==> src/hdl/smx_pkg.sv <==
// ----------------------------------------------------------------------------
// smx_pkg
// Shared types, codes and default sizes for the stack machine executor.
// ----------------------------------------------------------------------------
package smx_pkg;

   // default sizes
   localparam int unsigned STACK_DEPTH_DFLT = 16;
   localparam int unsigned VAR_SLOTS_DFLT   = 16;

   // number of variable slots that a 4-bit index can reach
   localparam int unsigned VAR_INDEX_REACH  = 16;

   typedef logic signed [31:0] word_type;
   typedef logic [4:0]         depth_type;
   typedef logic [3:0]         index_type;

   // instruction codes
   typedef enum logic [2:0] {
      ACT_PUSH    = 3'd0,
      ACT_POP     = 3'd1,
      ACT_ADD     = 3'd2,
      ACT_SUB     = 3'd3,
      ACT_LESS    = 3'd4,
      ACT_GET     = 3'd5,
      ACT_SAVE    = 3'd6,
      ACT_RESERVE = 3'd7
   } action_type;

   // result status codes
   typedef enum logic [1:0] {
      STS_OK    = 2'd0,
      STS_UNDER = 2'd1,
      STS_OVER  = 2'd2,
      STS_NOVAR = 2'd3
   } status_type;

   // sequencer states
   typedef enum logic {
      SEQ_IDLE,
      SEQ_EXEC
   } seq_state_type;

   // state of one variable slot as seen by the sequencer
   typedef struct packed {
      logic in_range;
      logic reserved;
   } slot_status_type;

endpackage

==> src/hdl/smx_if.sv <==
// ----------------------------------------------------------------------------
// smx_req_if / smx_rsp_if
// Valid/ready channels for instructions and for results.
// ----------------------------------------------------------------------------
interface smx_req_if;
   import smx_pkg::*;

   logic       valid;
   logic       ready;
   action_type action;
   word_type   immediate;
   index_type  var_index;

   modport source (output valid, output action, output immediate, output var_index,
                   input ready);
   modport sink   (input valid, input action, input immediate, input var_index,
                   output ready);
endinterface

interface smx_rsp_if;
   import smx_pkg::*;

   logic       valid;
   logic       ready;
   word_type   top_value;
   depth_type  depth;
   status_type status;

   modport source (output valid, output top_value, output depth, output status,
                   input ready);
   modport sink   (input valid, input top_value, input depth, input status,
                   output ready);
endinterface

==> src/hdl/smx_stack_mem.sv <==
// ----------------------------------------------------------------------------
// smx_stack_mem
// Operand stack storage: one write port, one read port, registered read data.
// ----------------------------------------------------------------------------
module smx_stack_mem #(
   parameter int unsigned STACK_DEPTH = smx_pkg::STACK_DEPTH_DFLT
) (
   input  logic                               clock,
   input  logic                               rd_en,
   input  logic [$clog2(STACK_DEPTH)-1:0]     rd_addr,
   output smx_pkg::word_type                  rd_data,
   input  logic                               wr_en,
   input  logic [$clog2(STACK_DEPTH)-1:0]     wr_addr,
   input  smx_pkg::word_type                  wr_data
);
   import smx_pkg::*;

   word_type mem [STACK_DEPTH];
   word_type rd_data_ff;

   // write port
   always_ff @(posedge clock) begin
      if (wr_en) begin
         mem[wr_addr] <= wr_data;
      end
   end

   // read port, data held until the next read
   always_ff @(posedge clock) begin
      if (rd_en) begin
         rd_data_ff <= mem[rd_addr];
      end
   end

   assign rd_data = rd_data_ff;

endmodule

==> src/hdl/smx_var_store.sv <==
// ----------------------------------------------------------------------------
// smx_var_store
// Variable slots with reserve marks; the marks clear at reset, the data does not.
// ----------------------------------------------------------------------------
module smx_var_store #(
   parameter int unsigned VAR_SLOTS = smx_pkg::VAR_SLOTS_DFLT
) (
   input  logic                     clock,
   input  logic                     reset,
   input  logic                     rd_en,
   input  smx_pkg::index_type       rd_idx,
   output smx_pkg::word_type        rd_data,
   input  smx_pkg::index_type       op_idx,
   output smx_pkg::slot_status_type op_slot,
   input  logic                     wr_en,
   input  logic                     wr_mark,
   input  smx_pkg::word_type        wr_data
);
   import smx_pkg::*;

   localparam int unsigned VarUsed = (VAR_SLOTS < VAR_INDEX_REACH) ? VAR_SLOTS
                                                                  : VAR_INDEX_REACH;
   localparam int unsigned VIW     = (VarUsed > 1) ? $clog2(VarUsed) : 1;

   word_type           mem [VarUsed];
   word_type           rd_data_ff;
   logic [VarUsed-1:0] reserved_ff;
   logic [VIW-1:0]     rd_addr;
   logic [VIW-1:0]     op_addr;
   logic               rd_in_range;
   logic               op_in_range;

   // slot decode
   assign rd_in_range = (32'(rd_idx) < 32'(VarUsed));
   assign op_in_range = (32'(op_idx) < 32'(VarUsed));
   assign rd_addr     = VIW'(rd_idx);
   assign op_addr     = VIW'(op_idx);

   assign op_slot.in_range = op_in_range;
   assign op_slot.reserved = op_in_range && reserved_ff[op_addr];

   // write port
   always_ff @(posedge clock) begin
      if (wr_en && op_in_range) begin
         mem[op_addr] <= wr_data;
      end
   end

   // read port
   always_ff @(posedge clock) begin
      if (rd_en && rd_in_range) begin
         rd_data_ff <= mem[rd_addr];
      end
   end

   // reserve marks
   always_ff @(posedge clock) begin
      if (reset) begin
         reserved_ff <= '0;
      end else if (wr_en && wr_mark && op_in_range) begin
         reserved_ff[op_addr] <= 1'b1;
      end
   end

   assign rd_data = rd_data_ff;

endmodule

==> src/hdl/stack_machine_executor.sv <==
// Timing: the instruction is latched on transfer, and its result is registered
// on commit in the execute state, which waits while an earlier result is still
// held on the result channel. A new instruction is taken only in the idle state;
// the stack and variable memories are read on transfer, ahead of the execute state.
// Reset: synchronous; the stack empties and all variable reserve marks clear,
// memory contents are left as they are and no clearing pass is needed.
// ----------------------------------------------------------------------------
// stack_machine_executor
// Executes one stack-machine instruction per transfer and returns the top of
// stack, the depth and a status for each.
// ----------------------------------------------------------------------------
module stack_machine_executor #(
   parameter int unsigned STACK_DEPTH = smx_pkg::STACK_DEPTH_DFLT,
   parameter int unsigned VAR_SLOTS   = smx_pkg::VAR_SLOTS_DFLT
) (
   input  logic      clock,
   input  logic      reset,
   smx_req_if.sink   req_ch,
   smx_rsp_if.source rsp_ch
);
   import smx_pkg::*;

   localparam int unsigned SAW = $clog2(STACK_DEPTH);
   localparam int unsigned SPW = $clog2(STACK_DEPTH + 1);
   localparam logic [SPW-1:0] SpFull = SPW'(STACK_DEPTH);
   localparam logic [SPW-1:0] SpOne  = SPW'(1);
   localparam logic [SPW-1:0] SpTwo  = SPW'(2);

   seq_state_type   state_ff, state_in;
   logic            req_ready;
   logic            accept;
   logic            commit;
   logic            rsp_free;

   // latched instruction
   action_type      act_ff;
   word_type        imm_ff;
   index_type       idx_ff;

   // stack pointer and cached top entry
   logic [SPW-1:0]  sp_ff, sp_in;
   word_type        top_ff, top_in;

   // memory ports
   word_type        stk_rd_data;
   logic            stk_we;
   logic [SAW-1:0]  stk_waddr;
   word_type        stk_wdata;
   word_type        var_rd_data;
   slot_status_type op_slot;
   logic            var_we;
   logic            var_mark;
   word_type        var_wdata;

   word_type        alu_res;
   status_type      status;

   // result register
   logic            rsp_valid_ff;
   word_type        rsp_top_ff;
   depth_type       rsp_depth_ff;
   status_type      rsp_status_ff;

   assign rsp_free = !rsp_valid_ff || rsp_ch.ready;

   // sequencer next state
   always_comb begin
      state_in = state_ff;
      unique case (state_ff)
         SEQ_IDLE: begin
            if (req_ch.valid) begin
               state_in = SEQ_EXEC;
            end
         end
         SEQ_EXEC: begin
            if (rsp_free) begin
               state_in = SEQ_IDLE;
            end
         end
      endcase
   end

   // sequencer outputs
   always_comb begin
      req_ready = 1'b0;
      commit    = 1'b0;
      unique case (state_ff)
         SEQ_IDLE: req_ready = 1'b1;
         SEQ_EXEC: commit    = rsp_free;
      endcase
   end

   assign accept       = req_ch.valid && req_ready;
   assign req_ch.ready = req_ready;

   always_ff @(posedge clock) begin
      if (reset) begin
         state_ff <= SEQ_IDLE;
      end else begin
         state_ff <= state_in;
      end
   end

   // capture the instruction on transfer
   always_ff @(posedge clock) begin
      if (accept) begin
         act_ff <= req_ch.action;
         imm_ff <= req_ch.immediate;
         idx_ff <= req_ch.var_index;
      end
   end

   // memories, read on transfer, written on commit
   smx_stack_mem #(
      .STACK_DEPTH (STACK_DEPTH)
   ) u_stack (
      .clock   (clock),
      .rd_en   (accept),
      .rd_addr (SAW'(sp_ff - SpTwo)),
      .rd_data (stk_rd_data),
      .wr_en   (commit && stk_we),
      .wr_addr (stk_waddr),
      .wr_data (stk_wdata)
   );

   smx_var_store #(
      .VAR_SLOTS (VAR_SLOTS)
   ) u_vars (
      .clock   (clock),
      .reset   (reset),
      .rd_en   (accept),
      .rd_idx  (req_ch.var_index),
      .rd_data (var_rd_data),
      .op_idx  (idx_ff),
      .op_slot (op_slot),
      .wr_en   (commit && var_we),
      .wr_mark (var_mark),
      .wr_data (var_wdata)
   );

   // binary operation on the entry below the top and the top
   always_comb begin
      case (act_ff)
         ACT_ADD: alu_res = stk_rd_data + top_ff;
         ACT_SUB: alu_res = stk_rd_data - top_ff;
         default: alu_res = {31'b0, (stk_rd_data < top_ff)};
      endcase
   end

   // instruction decode and next stack state
   always_comb begin
      sp_in     = sp_ff;
      top_in    = top_ff;
      status    = STS_OK;
      stk_we    = 1'b0;
      stk_waddr = SAW'(sp_ff);
      stk_wdata = imm_ff;
      var_we    = 1'b0;
      var_mark  = 1'b0;
      var_wdata = top_ff;
      unique case (act_ff)
         ACT_PUSH: begin
            if (sp_ff == SpFull) begin
               status = STS_OVER;
            end else begin
               stk_we = 1'b1;
               top_in = imm_ff;
               sp_in  = sp_ff + SpOne;
            end
         end
         ACT_POP: begin
            if (sp_ff == '0) begin
               status = STS_UNDER;
            end else begin
               top_in = stk_rd_data;
               sp_in  = sp_ff - SpOne;
            end
         end
         ACT_ADD, ACT_SUB, ACT_LESS: begin
            if (sp_ff < SpTwo) begin
               status = STS_UNDER;
            end else begin
               stk_we    = 1'b1;
               stk_waddr = SAW'(sp_ff - SpTwo);
               stk_wdata = alu_res;
               top_in    = alu_res;
               sp_in     = sp_ff - SpOne;
            end
         end
         ACT_GET: begin
            if (!op_slot.reserved) begin
               status = STS_NOVAR;
            end else if (sp_ff == SpFull) begin
               status = STS_OVER;
            end else begin
               stk_we    = 1'b1;
               stk_wdata = var_rd_data;
               top_in    = var_rd_data;
               sp_in     = sp_ff + SpOne;
            end
         end
         ACT_SAVE: begin
            if (sp_ff == '0) begin
               status = STS_UNDER;
            end else if (!op_slot.reserved) begin
               status = STS_NOVAR;
            end else begin
               var_we = 1'b1;
            end
         end
         ACT_RESERVE: begin
            if (!op_slot.in_range) begin
               status = STS_NOVAR;
            end else begin
               var_we    = 1'b1;
               var_mark  = 1'b1;
               var_wdata = '0;
            end
         end
      endcase
   end

   // stack pointer and cached top
   always_ff @(posedge clock) begin
      if (reset) begin
         sp_ff <= '0;
      end else if (commit) begin
         sp_ff <= sp_in;
      end
   end

   always_ff @(posedge clock) begin
      if (commit) begin
         top_ff <= top_in;
      end
   end

   // result register
   always_ff @(posedge clock) begin
      if (reset) begin
         rsp_valid_ff <= 1'b0;
      end else if (commit) begin
         rsp_valid_ff <= 1'b1;
      end else if (rsp_ch.ready) begin
         rsp_valid_ff <= 1'b0;
      end
   end

   always_ff @(posedge clock) begin
      if (commit) begin
         rsp_top_ff    <= (sp_in == '0) ? '0 : top_in;
         rsp_depth_ff  <= 5'(sp_in);
         rsp_status_ff <= status;
      end
   end

   assign rsp_ch.valid     = rsp_valid_ff;
   assign rsp_ch.top_value = rsp_top_ff;
   assign rsp_ch.depth     = rsp_depth_ff;
   assign rsp_ch.status    = rsp_status_ff;

endmodule

==> src/flat_wrapper.sv <==
// flat-port wrapper written by rule: the top's interface ports become plain ports
module stack_machine_executor_flat import smx_pkg::*;
#(
   parameter int unsigned STACK_DEPTH = smx_pkg::STACK_DEPTH_DFLT,
   parameter int unsigned VAR_SLOTS   = smx_pkg::VAR_SLOTS_DFLT
)
  (clock, reset, req_ch_valid, req_ch_action, req_ch_immediate, req_ch_var_index, req_ch_ready, rsp_ch_valid, rsp_ch_top_value, rsp_ch_depth, rsp_ch_status, rsp_ch_ready);
  smx_req_if req_ch_i ();
  smx_rsp_if rsp_ch_i ();
  input  logic clock;
  input  logic reset;
  input wire logic [$bits(req_ch_i.valid)-1:0] req_ch_valid;
  input wire logic [$bits(req_ch_i.action)-1:0] req_ch_action;
  input wire logic [$bits(req_ch_i.immediate)-1:0] req_ch_immediate;
  input wire logic [$bits(req_ch_i.var_index)-1:0] req_ch_var_index;
  output wire logic [$bits(req_ch_i.ready)-1:0] req_ch_ready;
  output wire logic [$bits(rsp_ch_i.valid)-1:0] rsp_ch_valid;
  output wire logic [$bits(rsp_ch_i.top_value)-1:0] rsp_ch_top_value;
  output wire logic [$bits(rsp_ch_i.depth)-1:0] rsp_ch_depth;
  output wire logic [$bits(rsp_ch_i.status)-1:0] rsp_ch_status;
  input wire logic [$bits(rsp_ch_i.ready)-1:0] rsp_ch_ready;
  assign req_ch_i.valid = req_ch_valid;
  assign req_ch_i.action = req_ch_action;
  assign req_ch_i.immediate = req_ch_immediate;
  assign req_ch_i.var_index = req_ch_var_index;
  assign req_ch_ready = req_ch_i.ready;
  assign rsp_ch_valid = rsp_ch_i.valid;
  assign rsp_ch_top_value = rsp_ch_i.top_value;
  assign rsp_ch_depth = rsp_ch_i.depth;
  assign rsp_ch_status = rsp_ch_i.status;
  assign rsp_ch_i.ready = rsp_ch_ready;
  stack_machine_executor #(.STACK_DEPTH(STACK_DEPTH), .VAR_SLOTS(VAR_SLOTS)) u_core (.clock(clock), .reset(reset), .req_ch(req_ch_i), .rsp_ch(rsp_ch_i));
endmodule
==> config.mk <==
export PLATFORM = sky130hd
export DESIGN_NAME = stack_machine_executor_flat
export DESIGN_NICKNAME = d
export VERILOG_FILES = /design/src/hdl/smx_pkg.sv /design/src/hdl/smx_if.sv /design/src/hdl/smx_stack_mem.sv /design/src/hdl/smx_var_store.sv /design/src/hdl/stack_machine_executor.sv /design/src/flat_wrapper.sv
export SDC_FILE = /design/constraint.sdc
export NUM_CORES = 1
export LEC_CHECK = 0
export ABC_AREA = 1
export BUFFER_PORTS_ARGS = -buffer_cell sky130_fd_sc_hd__buf_2
export CAP_MARGIN = 20
export CORE_MARGIN = 5
export CORE_UTILIZATION = 45
export CTS_BUF_LIST = sky130_fd_sc_hd__clkbuf_2
export CTS_CLUSTER_DIAMETER = 50
export DETAILED_ROUTE_END_ITERATION = 7
export PLACE_DENSITY = 0.59
export SYNTH_ARGS = -nofsm -noshare
export SYNTH_HDL_FRONTEND = slang
export SYNTH_SLANG_ARGS = --single-unit
==> constraint.sdc <==
create_clock -name clock -period 10.72 [get_ports clock]
set_input_delay 1.608 -clock clock [delete_from_list [all_inputs] [get_ports clock]]
set_output_delay 1.608 -clock clock [all_outputs]
set_load 0.02 [all_outputs]
Word-level counts from Yosys, hierarchy flattened
Memories as Yosys holds them, arrays and structs flattened. A register that Yosys moved wholly into a read port is not among the register bits. Cells that the tools add are included.

Bitwise operators: 2. Reductions and logical operators: 12. Muxes and demuxes: 49. Add/sub/neg operators: 5. Magnitude comparators: 4. Equal/unequal tests: 8.

Operators by type and width (number): $mux 32 (9); $pmux 32 s2 (2); $pmux 32 s4 (1); $add 32x32->32 (1); $lt 32x32->1 (1); $sub 32x32->32 (1); $mux 1 (20); $mux 5 (4); $pmux 5 s4 (1); $or 16x16->16 (1); $eq 3x3->1 const B (4); $pmux 2 s6 (1); $logic_not 5->1 (2); $mux 2 (4); $mux 4 (2); $eq 3x2->1 const B (2); $add 5x1->5 const B (1); $eq 5x5->1 const B (1); $logic_and 1x1->1 (5); $lt 4x5->1 const B (1); $lt 5x2->1 const B (1); $sub 5x1->5 const B (1); $bmux 1 s4 (1); $demux 1 s4 (1); 11 further kinds (12).

Memory bits (writable): 1024. Input port bits: 43. Output and inout port bits: 41. Logic and storage cells: 93. Bits in registers: 133. Memories kept: 2.

Memory list: u_core.u_stack.mem (depth 16, bits a word 32, read ports 1, clocked after memory_dff 1, write ports 1, line smx_stack_mem.sv:18) `word_type mem [STACK_DEPTH];`; u_core.u_vars.mem (depth 16, bits a word 32, read ports 1, clocked after memory_dff 1, write ports 1, line smx_var_store.sv:25) `word_type mem [VarUsed];`.

Logic depth before layout (Yosys ltp)
Word-level depth: 8. Gate-level depth with buffers: 21. Depth with buffers taken out: 21.

Cells and area by module
Synthesis repeated with hierarchy kept, for this count alone.

Cells, all modules: 6313. Area total of the unflattened synthesis: 59112.9 um^2.

By module, submodules not included: smx_var_store (cells an instance 2248, area each 23881.7 um^2, sequential area each 16656.0 um^2, times used 1); smx_stack_mem (cells an instance 2120, area each 23050.9 um^2, sequential area each 16335.7 um^2, times used 1); stack_machine_executor (cells an instance 1945, area each 12180.4 um^2, sequential area each 3443.3 um^2, times used 1).

Worst setup path before layout
OpenSTA, ideal clock, no wires.

Kind: input to register. Start point: input req_ch_valid. End point: register u_core.act_ff[0] (enable). Stages on the path: 2. Buffers on the path: 0. Data arrival time: 5.985 ns. Library setup time: 0.569 ns. Required time: 10.151 ns. Path slack: 4.167 ns. Cell sequence: inv_1 > nor2_1.

Cells in the longest elaborated chain, start to end: 1.

Ends and longest elaborated chain: from (decl) (line flat_wrapper.sv:12) `input wire logic [$bits(req_ch_i.valid)-1:0] req_ch_valid;`; $logic_and 1x1->1 (line stack_machine_executor.sv:93) `assign accept = req_ch.valid && req_ready;`; named net u_core.accept (line stack_machine_executor.sv:31) `logic accept;`; to (signal assigned) (line stack_machine_executor.sv:107) `act_ff <= req_ch.action;`; to (decl) (line stack_machine_executor.sv:36) `action_type act_ff;`.

The timed path passes the listed nets, and every way through them passes these cells. A chain may end at the register's enable or synchronous reset.

Worst setup path after layout
Start point: register u_core.sp_ff[1]. End point: memory u_core.u_stack.mem[1][19] (netlist bit) (enable).

Cells in the longest elaborated chain, start to end: 7. Elaborated cells on any way between the ends: 12. Classes of those cells: 1 x add/sub; 1 x order compare; 1 x eq/ne; 8 x mux; 1 x reduce/logical.

Ends and longest elaborated chain: from (decl) (line stack_machine_executor.sv:41) `logic [SPW-1:0] sp_ff, sp_in;`; from (signal assigned) (line stack_machine_executor.sv:228) `sp_ff <= sp_in;`; branches (longest 7 deep; another with $lt 5x2->1); to (decl) (line smx_stack_mem.sv:18).

Several ways; the timed one is not identified.

==> key figures <==
Run status
  – Status: finished, final reports clean

Synth
  – Seq/Total Area, Yosys: approximately two thirds
  – Synth top area cells: edfxtp_1 65%, nand2_1 5.3%, o21ai_0 4.5%
  – Most common cell in the netlist: edfxtp_1
  – Post-Syn Area: 55300 um2
  – Commonest cells post-synth: 1198 x edfxtp_1, 787 x nand2_1, 585 x inv_1
  – Top cell type's share of synthesized area: about two thirds
  – Net Count, Synth: ~5100
  – Post-synth EDFFs: ~1200
  – Largest family of logic cells by synthesized area: compound AO/OA/AOI/OAI gates
  – Post-synthesis compound-gate area fraction: between 10% and 20%
  – Post-synthesis mux area share: 2.32%
  – Async S/R FF share, synth: 0%
  – Synthesized area per cell: about 11 um2
  – Synth warnings: 0
  – Synth Register Bits: about 1200
  – Synth cell types: 46
  – Most used DFF post-synth: edfxtp_1
  – Post-synth top area cell: edfxtp_1
  – Synth Area in Simple Gates: a little under an eighth
  – Mapped Cells: a little over 5000
  – Synth Area in Adders: between 1.5 and 2%
  – Synth Area in XOR/XNOR: less than 1%

Worst setup path
  – CP max stage cell: nor2_4
  – FF-to-FF setup slack: 5.24 ns
  – WP data required: roughly 12 ns
  – Cell Chain, Critical Path: clkinv_2, ha_1, nand3_4, buf_4, nand2_4, o21ai_0, nand2_1, inv_1, nand2_1, nor2_4
  – Crit-path max FO: 51
  – Launch point of the worst path: u_core.sp_ff[1]$_SDFFE_PP0P_
  – Critical path startpoint category: flip-flop
  – WS Path Type: flip-flop to flip-flop
  – Worst Setup EP: u_core.u_stack.mem[1][19]$_DFFE_PP_
  – Reg2Reg Launch Point: u_core.sp_ff[1]$_SDFFE_PP0P_
  – RR Endpoint: u_core.u_stack.mem[1][19]$_DFFE_PP_
  – R2R cell count: 10
  – Most used cell, CP: nand2_1
  – WP data arrival: roughly 6.6 ns
  – CP endpoint kind: flip-flop
  – Largest stage delay on the critical path: 0.88 ns

STA
  – Hold Vio Cnt, Final: 0
  – Period utilization: roughly half
  – Skew final: between 0.15 and 0.2 ns
  – Setup ws final: 5.24 ns
  – Setup_tns: 0 ns
  – Final setup violation count: 0
  – Max-slew headroom: approximately 25%
  – Worst slew pin tran: between 1 and 1.5 ns
  – RSZ-0062 raised after global routing: false
  – Post-route minimum period: roughly 5.5 ns
  – Slew Limit Fails: 0
  – Fmax: between 150 and 200 MHz

CTS
  – Skew-Pair Late Insertion Delay: between 1.5 and 2 ns
  – Resize count post-CTS: 0
  – Sink Count: roughly 1200
  – H-tree depth: 5
  – Post-cts hold buffer count: 14
  – Clk buf depth: 4
  – Setup repair bufs after CTS: 0
  – Num CTS Buffers: around 330
  – CTS tree: done
  – Clock transition at path regs: ~0.09 ns
  – CTS Root Cell: clkbuf_2

Floorplanning
  – Die area: ~130000 um2
  – Core Area: about 120000 um2
  – # rows: 128
  – Ports: between 80 and 90
  – Initial Util: 45.4%
  – Die H: about 360 um
  – Horiz. Die Dim: between 300 and 400 um

Finish
  – Synthesis-to-layout area growth: 9.41%
  – Share of layout cells above drive strength 1: a little over an eighth
  – Nets@finish: 5363

Job
  – Maxcap violations: 0

Power
  – Psw: 2.74 mW
  – Clock power share: a little under a third
  – Sw Ratio: 28.6%
  – Sequential Power Share: between 50% and 60%
  – Pwr per Cell Area: between 150 and 200 nW/um2
  – Pint: around 6.8 mW
  – P_leak: about 24 nW
  – Logic pwr share: a little over a tenth
  – Max VDD drop: between 100 and 150 uV
  – Total power: 9.57 mW

Placed design
  – Placer Congestion: just under 1
  – Dpl ws: 5.17 ns
  – HPWL reported at the end of detailed placement: ~100000 um
  – Port buffer count: 83

Detailed routing
  – WL per Instance: 23.3 um
  – Initial DRC count: 4534
  – Vias per cell: roughly 5.6
  – Final WL: between 150000 and 200000 um
  – ANT nets after route: 0
  – Drt pass-1 iters: 6
  – Vias: about 40000
  – # DRC: 0

GRT
  – GRT Util Overall: 24.7%
  – Initial antenna violation count: 10
  – First-pass GRT wire length: 242000 um
  – Largest net degree at the start of global routing: approximately 200
  – Gr ovfl total: 0
  – Vias in the first global route: 37142

Hold path
  – Hold WC Path Type: primary input to flip-flop
==> registers in the layout, summed over array words and instances, names as in the netlist <==
signal                     count
u_core.rsp_ch.top_value       32
u_core.act_ff                  3
u_core.u_stack.rd_data        32
u_core.top_ff                 32
u_core.sp_ff                   5
u_core.rsp_ch.status           2
u_core.u_vars.reserved_ff     16
u_core.state_ff                1
u_core.rsp_ch.valid            1
u_core.imm_ff                 32
u_core.u_stack.mem           512
u_core.idx_ff                  4
u_core.u_vars.rd_data         32
u_core.u_vars.mem            512
u_core.rsp_ch.depth            5
==> per-stage QoR <==
stage,instances,area [um2],hold WS [ns],utilization [%]
after detailed placement,6519,57500,0.449,47.2
after global placement,6506,57300,0.444,47.0
after floorplan,5026,55300,0.431,-
after global routing,7090,60500,0.0855,49.6
final,7091,60500,0.249,49.6
after CTS,7073,60300,0.0248,49.4
==> worst min-delay path by stage <==
stage	start	end	cells after the start	slack, ns
5_1_grt	req_ch_immediate[21]	u_core.imm_ff[21]$_DFFE_PP_	1	0.09
4_1_cts	req_ch_immediate[14]	u_core.imm_ff[14]$_DFFE_PP_	1	0.02
2_1_floorplan	u_core.u_vars.reserved_ff[10]$_SDFFE_PP0P_	u_core.u_vars.reserved_ff[10]$_SDFFE_PP0P_	2	0.43
6_report	req_ch_immediate[14]	u_core.imm_ff[14]$_DFFE_PP_	1	0.25
3_5_place_dp	u_core.u_vars.reserved_ff[10]$_SDFFE_PP0P_	u_core.u_vars.reserved_ff[10]$_SDFFE_PP0P_	2	0.45
3_3_place_gp	u_core.u_vars.reserved_ff[10]$_SDFFE_PP0P_	u_core.u_vars.reserved_ff[10]$_SDFFE_PP0P_	2	0.44
==> placed cells by master, fill, tap and decap left out, types with 21 or more instances in the layout <==
cell type  count
inv_2         23
nor2_1       447
nand2_1      787
buf_2         80
buf_4         63
o21ai_0      496
o22ai_1       44
ha_1          68
o211ai_1     191
nand3_1      257
clkbuf_2     468
dfxtp_1       21
mux2i_1      128
edfxtp_1    1198
clkinv_1      54
o221ai_1     108
a21oi_1      220
inv_1        579
==> power groups by stage <==
stage / registers (mW) / logic (mW) / clock network, mW
floorplan: 5.55 / 0.633 / 0
global placement: 5.58 / 1.01 / 0
detailed placement: 5.58 / 1.02 / 0
CTS: 5.47 / 1.03 / 3.14
global route: 5.48 / 1.14 / 3.41
finish: 5.48 / 1.04 / 3.05
==> critical path, delay by kind of cell, from the launching register on <==
family / cells / cell delay [ns]
buffers and inverters: 3 / 1.41
AND/OR/NAND/NOR: 5 / 1.77
flip-flops: 1 / 0.77
AO/OA/AOI/OAI: 1 / 0.44
adder cells (fa/ha/maj): 1 / 0.56
==> per-layer routing <==
metal	vias up	wire length (um)	GRT usage (%)
met4	2	4670	8.48
met5	-	12	0
met1	19451	71300	35.6
li1	18364	-	-
met2	1762	75900	38.3
met3	251	13600	4.19
==> area by class of cell <==
type	count	area, um2
Clock inverter	72	312
Multi-Input combinational cell	2922	15700
Sequential cell	1221	36400
Inverter	601	2270
Clock buffer	468	2340
Timing Repair Buffer	175	1370
Tap cell	1625	2030
Fill cell	11159	61400
Antenna cell	7	17.5
==> cells by family after synthesis <==
| family | count (synthesis) |
|---|---|
| simple gates | 1605 |
| mux | 128 |
| fa+ha+maj | 71 |
| buf+inv | 883 |
| flops | 1221 |
| compound gates | 1112 |
| xor+xnor | 6 |
Note: power is estimated with default switching activity, not from simulation.
